### src/rtl/fragment_reassembly_tracker_assert.svh
// Assertion macros for the fragment reassembly tracker.
// Used by the top level only; no other dependencies.
`ifndef FRAGMENT_REASSEMBLY_TRACKER_ASSERT_SVH
`define FRAGMENT_REASSEMBLY_TRACKER_ASSERT_SVH

// Implication checked on every rising clock edge outside reset.
`define FRT_ASSERT_IMPL(label, clk, rst_n, cond, expr, msg) \
    label: assert property (@(posedge clk) disable iff (!rst_n) (cond) |-> (expr)) \
        else $error(msg);

// Next-cycle implication checked outside reset.
`define FRT_ASSERT_NEXT(label, clk, rst_n, cond, expr, msg) \
    label: assert property (@(posedge clk) disable iff (!rst_n) (cond) |=> (expr)) \
        else $error(msg);

`endif

### src/rtl/frt_pkg.sv
// Shared types and constants for the fragment reassembly tracker.
// No dependencies.
package frt_pkg;
    localparam int SLOTS     = 8;
    localparam int MAX_FRAGS = 64;
    localparam int SLOT_W    = 3;
    localparam int FRAG_W    = 6;
    localparam int CNT_W     = 7;
    localparam int QDEPTH    = 2;

    localparam logic [2:0] ST_STORED   = 3'd0;
    localparam logic [2:0] ST_DUP      = 3'd1;
    localparam logic [2:0] ST_RANGE    = 3'd2;
    localparam logic [2:0] ST_OVERFLOW = 3'd3;
    localparam logic [2:0] ST_FULL     = 3'd4;
    localparam logic [2:0] ST_TOOMANY  = 3'd5;

    localparam logic [1:0] REG_CHUNK = 2'd0;
    localparam logic [1:0] REG_STALE = 2'd1;
    localparam logic [1:0] REG_SWEEP = 2'd2;

    typedef struct packed {
        logic        mode;
        logic [15:0] image_id;
        logic [15:0] frag_index;
        logic [15:0] frag_total;
        logic [15:0] image_bytes;
        logic [15:0] payload_bytes;
    } frt_in_t;

    typedef struct packed {
        logic [2:0]  status;
        logic [15:0] write_offset;
        logic [15:0] write_length;
        logic [2:0]  slot_index;
        logic        image_complete;
        logic [15:0] done_bytes;
        logic [31:0] latency_ticks;
    } frt_out_t;

    // Header as queued between front and back: timestamp and offset resolved.
    typedef struct packed {
        logic [15:0] image_id;
        logic [15:0] frag_index;
        logic [15:0] frag_total;
        logic [15:0] image_bytes;
        logic [15:0] payload_bytes;
        logic [31:0] offset;
        logic [31:0] time_now;
        logic        do_sweep;
    } frt_job_t;
endpackage

### src/rtl/frt_front.sv
// Front end: takes transactions, counts ticks, computes offset and sweep decision.
// Depends on frt_pkg.
module frt_front (
    input  logic             clk,
    input  logic             rst_n,
    input  logic             start,
    input  frt_pkg::frt_in_t in_item,
    input  logic             q_full,
    input  logic [15:0]      chunk_bytes,
    input  logic [15:0]      sweep_ticks,
    output logic             busy,
    output logic             job_push,
    output frt_pkg::frt_job_t job
);
    import frt_pkg::*;

    logic [31:0] time_reg, time_next;
    logic [31:0] sweep_reg, sweep_next;
    logic        accept;
    logic [31:0] since;

    assign busy   = q_full;
    assign accept = start && !busy;
    assign since  = time_reg - sweep_reg;

    // Tick counting and sweep timing
    always_comb
    begin
        time_next  = time_reg;
        sweep_next = sweep_reg;
        job_push   = 1'b0;
        if (accept)
        begin
            if (in_item.mode)
            begin
                time_next = time_reg + 32'd1;
            end
            else
            begin
                job_push = 1'b1;
                if (since > {16'd0, sweep_ticks})
                begin
                    sweep_next = time_reg;
                end
            end
        end
    end

    // Job payload; offset product is 16x16
    always_comb
    begin
        job.image_id      = in_item.image_id;
        job.frag_index    = in_item.frag_index;
        job.frag_total    = in_item.frag_total;
        job.image_bytes   = in_item.image_bytes;
        job.payload_bytes = in_item.payload_bytes;
        job.offset        = in_item.frag_index * chunk_bytes;
        job.time_now      = time_reg;
        job.do_sweep      = since > {16'd0, sweep_ticks};
    end

    always_ff @(posedge clk or negedge rst_n)
    begin
        if (!rst_n)
        begin
            time_reg  <= '0;
            sweep_reg <= '0;
        end
        else
        begin
            time_reg  <= time_next;
            sweep_reg <= sweep_next;
        end
    end
endmodule

### src/rtl/frt_queue.sv
// Two-entry job queue between front and back ends.
// Depends on frt_pkg.
module frt_queue (
    input  logic              clk,
    input  logic              rst_n,
    input  logic              push,
    input  frt_pkg::frt_job_t push_job,
    input  logic              pop,
    output logic              full,
    output logic              not_empty,
    output frt_pkg::frt_job_t head
);
    import frt_pkg::*;

    frt_job_t    mem_reg [QDEPTH];
    logic        wr_reg, wr_next;
    logic        rd_reg, rd_next;
    logic [1:0]  cnt_reg, cnt_next;

    assign full      = (cnt_reg == 2'(QDEPTH));
    assign not_empty = (cnt_reg != 2'd0);
    assign head      = mem_reg[rd_reg];

    always_comb
    begin
        wr_next  = push ? ~wr_reg : wr_reg;
        rd_next  = pop ? ~rd_reg : rd_reg;
        cnt_next = cnt_reg + {1'b0, push} - {1'b0, pop};
    end

    always_ff @(posedge clk)
    begin
        if (push)
        begin
            mem_reg[wr_reg] <= push_job;
        end
    end

    always_ff @(posedge clk or negedge rst_n)
    begin
        if (!rst_n)
        begin
            wr_reg  <= 1'b0;
            rd_reg  <= 1'b0;
            cnt_reg <= '0;
        end
        else
        begin
            wr_reg  <= wr_next;
            rd_reg  <= rd_next;
            cnt_reg <= cnt_next;
        end
    end
endmodule

### src/rtl/frt_back.sv
// Back end: slot table lookup, allocation, bitmap update and result register.
// Depends on frt_pkg.
module frt_back (
    input  logic              clk,
    input  logic              rst_n,
    input  logic              job_valid,
    input  frt_pkg::frt_job_t job,
    input  logic [15:0]       stale_ticks,
    output logic              pop,
    output logic              done,
    output frt_pkg::frt_out_t result
);
    import frt_pkg::*;

    logic [SLOTS-1:0]     valid_reg, valid_next;
    logic [15:0]          img_reg   [SLOTS];
    logic [15:0]          total_reg [SLOTS];
    logic [15:0]          bytes_reg [SLOTS];
    logic [CNT_W-1:0]     got_reg   [SLOTS];
    logic [MAX_FRAGS-1:0] map_reg   [SLOTS];
    logic [31:0]          first_reg [SLOTS];
    logic [31:0]          last_reg  [SLOTS];
    logic                 done_reg;
    frt_out_t             res_reg, res_next;

    logic [SLOTS-1:0]  live, hit;
    logic              found, has_free, use_slot, alloc;
    logic [SLOT_W-1:0] hit_idx, free_idx, s_idx;
    logic [15:0]       s_total, s_bytes;
    logic [CNT_W-1:0]  s_got, got_new;
    logic [MAX_FRAGS-1:0] s_map;
    logic [31:0]       s_first;
    logic              stored;
    logic [16:0]       end_pos;

    assign pop    = job_valid;
    assign done   = done_reg;
    assign result = res_reg;

    // Sweep, match and free-slot search
    always_comb
    begin
        for (int s = 0; s < SLOTS; s++)
        begin
            live[s] = valid_reg[s] && !(job.do_sweep &&
                      (job.time_now - last_reg[s]) > {16'd0, stale_ticks});
            hit[s]  = live[s] && (img_reg[s] == job.image_id);
        end
        found = 1'b0; hit_idx = '0;
        has_free = 1'b0; free_idx = '0;
        for (int s = SLOTS - 1; s >= 0; s--)
        begin
            if (hit[s])
            begin
                found = 1'b1; hit_idx = SLOT_W'(s);
            end
            if (!live[s])
            begin
                has_free = 1'b1; free_idx = SLOT_W'(s);
            end
        end
    end

    // Classification and result
    always_comb
    begin
        alloc    = !found && (job.frag_total <= 16'(MAX_FRAGS)) && has_free;
        use_slot = found || alloc;
        s_idx    = found ? hit_idx : free_idx;
        s_total  = alloc ? job.frag_total : total_reg[s_idx];
        s_bytes  = alloc ? job.image_bytes : bytes_reg[s_idx];
        s_got    = alloc ? '0 : got_reg[s_idx];
        s_map    = alloc ? '0 : map_reg[s_idx];
        s_first  = alloc ? job.time_now : first_reg[s_idx];
        end_pos  = 17'(job.offset) + {1'b0, job.payload_bytes};
        stored   = 1'b0;
        res_next = '0;
        if (!found && job.frag_total > 16'(MAX_FRAGS))
            res_next.status = ST_TOOMANY;
        else if (!use_slot)
            res_next.status = ST_FULL;
        else if (job.frag_index >= s_total)
            res_next.status = ST_RANGE;
        else if (s_map[job.frag_index[FRAG_W-1:0]])
            res_next.status = ST_DUP;
        else if (job.offset[31:16] != 16'd0 || end_pos > {1'b0, s_bytes})
            res_next.status = ST_OVERFLOW;
        else
        begin
            res_next.status       = ST_STORED;
            res_next.write_offset = job.offset[15:0];
            res_next.write_length = job.payload_bytes;
            stored                = 1'b1;
        end
        got_new = s_got + CNT_W'(stored);
        if (use_slot)
        begin
            res_next.slot_index = s_idx;
            if ({9'd0, got_new} == s_total)
            begin
                res_next.image_complete = 1'b1;
                res_next.done_bytes     = s_bytes;
                res_next.latency_ticks  = job.time_now - s_first;
            end
        end
        valid_next = live;
        if (use_slot)
            valid_next[s_idx] = !res_next.image_complete;
        if (!job_valid)
            valid_next = valid_reg;
    end

    // Slot payload storage
    always_ff @(posedge clk)
    begin
        if (job_valid && use_slot)
        begin
            img_reg[s_idx]   <= job.image_id;
            total_reg[s_idx] <= s_total;
            bytes_reg[s_idx] <= s_bytes;
            got_reg[s_idx]   <= got_new;
            first_reg[s_idx] <= s_first;
            last_reg[s_idx]  <= job.time_now;
            map_reg[s_idx]   <= s_map | (stored ?
                (MAX_FRAGS'(1) << job.frag_index[FRAG_W-1:0]) : '0);
        end
        res_reg <= res_next;
    end

    always_ff @(posedge clk or negedge rst_n)
    begin
        if (!rst_n)
        begin
            valid_reg <= '0;
            done_reg  <= 1'b0;
        end
        else
        begin
            valid_reg <= valid_next;
            done_reg  <= job_valid;
        end
    end
endmodule

### src/rtl/fragment_reassembly_tracker.sv
// Fragment reassembly tracker: 8-slot image table with fragment bitmaps.
// A header's result is registered in the queue, then in the slot table's result register.
// Throughput: one transaction per cycle while busy is low; ticks produce no result.
// busy rises only when the two-entry queue is full.
// Reset (rst_n, async low) clears the table valid bits, time and registers.
// Depends on frt_pkg, frt_front, frt_queue, frt_back and the assertion header.
`include "fragment_reassembly_tracker_assert.svh"
module fragment_reassembly_tracker (
    input  logic             clk,
    input  logic             rst_n,
    input  logic             start,
    input  frt_pkg::frt_in_t in_item,
    output logic             busy,
    output logic             result_valid,
    output frt_pkg::frt_out_t result,
    input  logic             cfg_we,
    input  logic [1:0]       cfg_index,
    input  logic [15:0]      cfg_data
);
    import frt_pkg::*;

    logic [15:0] chunk_reg, stale_reg, sweep_reg;
    logic        q_full, q_ne, push, pop;
    frt_job_t    push_job, head;

    // Configuration registers
    always_ff @(posedge clk or negedge rst_n)
    begin
        if (!rst_n)
        begin
            chunk_reg <= 16'd1400;
            stale_reg <= 16'd1000;
            sweep_reg <= 16'd500;
        end
        else if (cfg_we)
        begin
            case (cfg_index)
                REG_CHUNK: chunk_reg <= cfg_data;
                REG_STALE: stale_reg <= cfg_data;
                REG_SWEEP: sweep_reg <= cfg_data;
                default: ;
            endcase
        end
    end

    frt_front u_front (
        .clk, .rst_n, .start, .in_item, .q_full,
        .chunk_bytes(chunk_reg), .sweep_ticks(sweep_reg),
        .busy, .job_push(push), .job(push_job)
    );

    frt_queue u_queue (
        .clk, .rst_n, .push, .push_job, .pop,
        .full(q_full), .not_empty(q_ne), .head
    );

    frt_back u_back (
        .clk, .rst_n, .job_valid(q_ne), .job(head), .stale_ticks(stale_reg),
        .pop, .done(result_valid), .result
    );

    `FRT_ASSERT_NEXT(a_hdr_result, clk, rst_n, start && !busy && !in_item.mode && !q_ne, q_ne, "header not queued")
    `FRT_ASSERT_NEXT(a_result, clk, rst_n, q_ne, result_valid, "queued job gave no result")
    `FRT_ASSERT_IMPL(a_status, clk, rst_n, result_valid, result.status <= ST_TOOMANY, "bad status")
endmodule

### config.mk
export PLATFORM = sky130hd
export DESIGN_NAME = fragment_reassembly_tracker
export DESIGN_NICKNAME = d
export VERILOG_FILES = /design/src/rtl/frt_pkg.sv /design/src/rtl/frt_front.sv /design/src/rtl/frt_queue.sv /design/src/rtl/frt_back.sv /design/src/rtl/fragment_reassembly_tracker.sv
export VERILOG_INCLUDE_DIRS = /design/src /design/src/rtl
export SDC_FILE = /design/constraint.sdc
export NUM_CORES = 2
export LEC_CHECK = 0
export ABC_AREA = 1
export BUFFER_PORTS_ARGS = -buffer_cell sky130_fd_sc_hd__clkbuf_2
export CAP_MARGIN = 20
export CORE_MARGIN = 2
export CORE_UTILIZATION = 40
export DETAILED_ROUTE_END_ITERATION = 10
export GPL_ROUTABILITY_DRIVEN = 1
export SETUP_SLACK_MARGIN = 0.02
export SYNTH_ARGS = -nofsm -noshare
export SYNTH_HDL_FRONTEND = slang
export SYNTH_HIERARCHICAL = 1
export SYNTH_SLANG_ARGS = --single-unit
### constraint.sdc
create_clock -name clk -period 17.1 [get_ports clk]
set_clock_uncertainty 0.2 [all_clocks]
set_input_delay 2.565 -clock clk [delete_from_list [all_inputs] [get_ports clk]]
set_output_delay 2.565 -clock clk [all_outputs]
set_load 0.005 [all_outputs]
==> results.toml <==
[power_and_ir_drop]
clock_power_share = 0.220
power.switching_w = 0.008827
power_switching_share = 0.4283
p_per_area_nw_per_um2 = 163.5
combPwrFrac = 0.492
intPower_w = 0.01178
worst_ir_drop_vdd_uv = 179.9
p_leak_nw = 57.54
p_total_w = 0.02061
p_seq_frac = 0.288

[yosys]
dominantRegCellSynth = "edfxtp_1"
ys_types = 71
yosysSeqAreaShare = 0.5038
ys_ff_latch = 1966
async_flop_share = 0.06358
yosysTopAreaCell = "edfxtp_1"
synth.area.top_cells = "edfxtp_1, nand2_1, inv_1, ha_1, fa_1"
synth_edf_count = 1754
yosysWarnings = 6
synth_area_sq_um = 114200
synth_top_area_frac = 0.4610
synth_area_per_cell_sq_um = 8.951
synthesis.nets = 13680
synth_cells = 12760

[floorplan]
dieArea_sq_um = 289900
fp.coreArea_sq_um = 284700
ios = 192
die_h_microns = 538.4
rows = 196
start_util = 0.4013
die_w_microns = 538.4

[global_routing]
grt_overflow = 0
grt_antenna_before_repair = 19
grt_max_degree = 195
use_met1 = 0.3162
grt_first_pass_wirelength_microns = 506000
groute.usage.overall = 0.2276
met3_usage = 0.03710
grt_busiest_layer = "met2"
grt_pass1_vias = 82510
use_met2 = 0.3636

[critical_path]
crit_type = "reg -> reg"
end_kind = "register"
slowest_delay_ns = 0.78
cpMostUsedCell = "nand2_1"
startpoint_type = "register"
critical_path.slowest_cell = "buf_4"
worstPathArrival_ns = 14.79
crit_required_ns = 17.64
crit_path_max_fanout = 61

[cts]
path_clk_slew_ns = 0.06
cts_inserted_buffers = 209
cts_setup_buffers = 0
cts_tree = "yes"
cts_hold_buf = 0
htree_levels = 4
clk_root_buffer_cell = "clkbuf_16"
clock-sinks = 1966
ctsResizeCount = 0
max-clock-path-buffers = 4
worstSkewPairLatency_ns = 0.91

[placed_design]
dp_hpwl_microns = 228400
preCtsSetupSlack_ns = 2.930
portBuffers = 191
dpl_cell_area_sq_um = 119300
place.gp.congestion = 0.9594

[routing]
drtIter0Drc = 7258
routed_wl_microns = 335800
firstDrtPassIters = 6
vias_per_cell = 5.085
wl_per_cell_microns = 19.93
vias = 85680
ant_nets = 0
drc = 0

[worst_hold_path]
hold_class = "reg -> reg"

[layout]
fin_nets = 13830
fin_area_sq_um = 126100
largest_reg_flops = 512
drive_above_1_share = 0.06857
syn_to_final_growth_pct = 10.36

[timing]
max_freq_ghz = 0.07015
final.min_clock_period_ns = 14.26
timing.slew.headroom = 0.2594
worst_slack_ns = 2.844
rsz0062_at_grt = "no"
fin_tns_setup_ns = 0
final-hold-violation-count = 0
max_slew.worst_pin.slew_ns = 1.099
finalSetupViolCount = 0
fin_crit_sh = 0.8337
maxSlewViolCount = 0

[job]
maxCapViolations = 0

[outcome]
status = "completed"
[worst max-delay path, delay by kind of cell, from the launching register on]
| kind | cells | cell delay (ns) |
|---|---|---|
| DFF | 1 | 0.54 |
| AOI/OAI and AO/OA | 16 | 2.90 |
| xor gates and xnor gates | 1 | 0.17 |
| adders and majority gates | 5 | 1.48 |
| and+or+nand+nor | 43 | 6.50 |
| buffers and inverters | 8 | 2.21 |
[worst paths after layout]
check	from	to	slack [ns]	cells after the start
worst min register to register	stale_reg[6]	stale_reg[6]	0.26	2
worst min-delay path	stale_reg[6]	stale_reg[6]	0.26	2
worst max-delay path	u_queue/rd_reg	u_back/result[2]	2.84	73
max in group asynchronous	rst_n	u_queue/rd_reg	13.78	2
worst max register to register	u_queue/rd_reg	u_back/result[2]	2.84	73
min in group asynchronous	rst_n	u_front/time_reg[20]	1.53	1
[power groups by stage]
stage	Sequential (W)	Clock [W]	Combinational, W
final	0.00594	0.00454	0.0101
after floorplan	0.00600	0	0.00699
after global routing	0.00595	0.00480	0.0114
after detailed placement	0.00604	0	0.00998
after global placement	0.00603	0	0.00997
after CTS	0.00594	0.00463	0.0101
[synth_stat cells, drive strengths merged, types with 70 or more instances]
library cell and count:
a21oi 449, a221oi 70, buf 266, clkbuf 159, dfrtp 107, dfxtp 87, edfxtp 1754, fa 205
ha 611, inv 2201, nand2 3639, nand3 622, nand3b 73, nand4 222, nor2 1052, nor3 88
o21a 75, o21ai 430, xnor2 129, xor2 214
[cell usage in the layout (no fill, tap or decap), types with 35 or more instances in the layout]
cell type and instances:
xnor2_1 129, nand3_1 613, clkinv_2 38, inv_1 2174
dfxtp_1 87, o21a_1 75, nand4_1 220, nand2_1 3610
a221oi_1 70, clkinv_1 35, clkbuf_2 190, fa_1 205
buf_4 165, o21ai_1 65, ha_1 611, xor2_1 214
nor3_1 82, dfrtp_1 106, clkbuf_16 211, a21oi_1 449
nand3b_1 73, o21ai_0 325, a22o_1 53, edfxtp_1 1754
nor2_1 1010
[cell type report]
class / count / area [sq um]
fill: 27610 / 158600
sequential: 1966 / 57570
multi-input combinational: 8168 / 46410
inverter: 2205 / 8288
clock buffer: 254 / 5552
tap: 3762 / 4707
timing repair buffer: 361 / 2301
clock inverter: 127 / 1239
antenna: 7 / 17.52
[per-stage QoR]
step / cells / utilization / hold WS [ns]
2_1_floorplan: 12760 / - / 0.2400
3_3_place_gp: 16460 / 0.4188 / 0.2518
3_5_place_dp: 16460 / 0.4189 / 0.2531
4_1_cts: 16840 / 0.4427 / 0.2629
5_1_grt: 16850 / 0.4428 / 0.2837
6_report: 16850 / 0.4428 / 0.2592
[logic make-up after synthesis]
kind of cell,share of synthesized area
AND/OR/NAND/NOR,0.2114
buffers and inverters,0.09409
flip-flops,0.5038
AO/OA/AOI/OAI,0.06144
adder cells (fa/ha/maj),0.1028
XOR/XNOR,0.02630
multiplexers,0.00009856
[per-layer routing]
metal	vias to the layer above	share of wire
li1	41600	-
met1	40970	0.44
met2	2618	0.45
met3	480	0.073
met4	8	0.033
met5	-	0.00017
(Power assumes the default switching activity.)
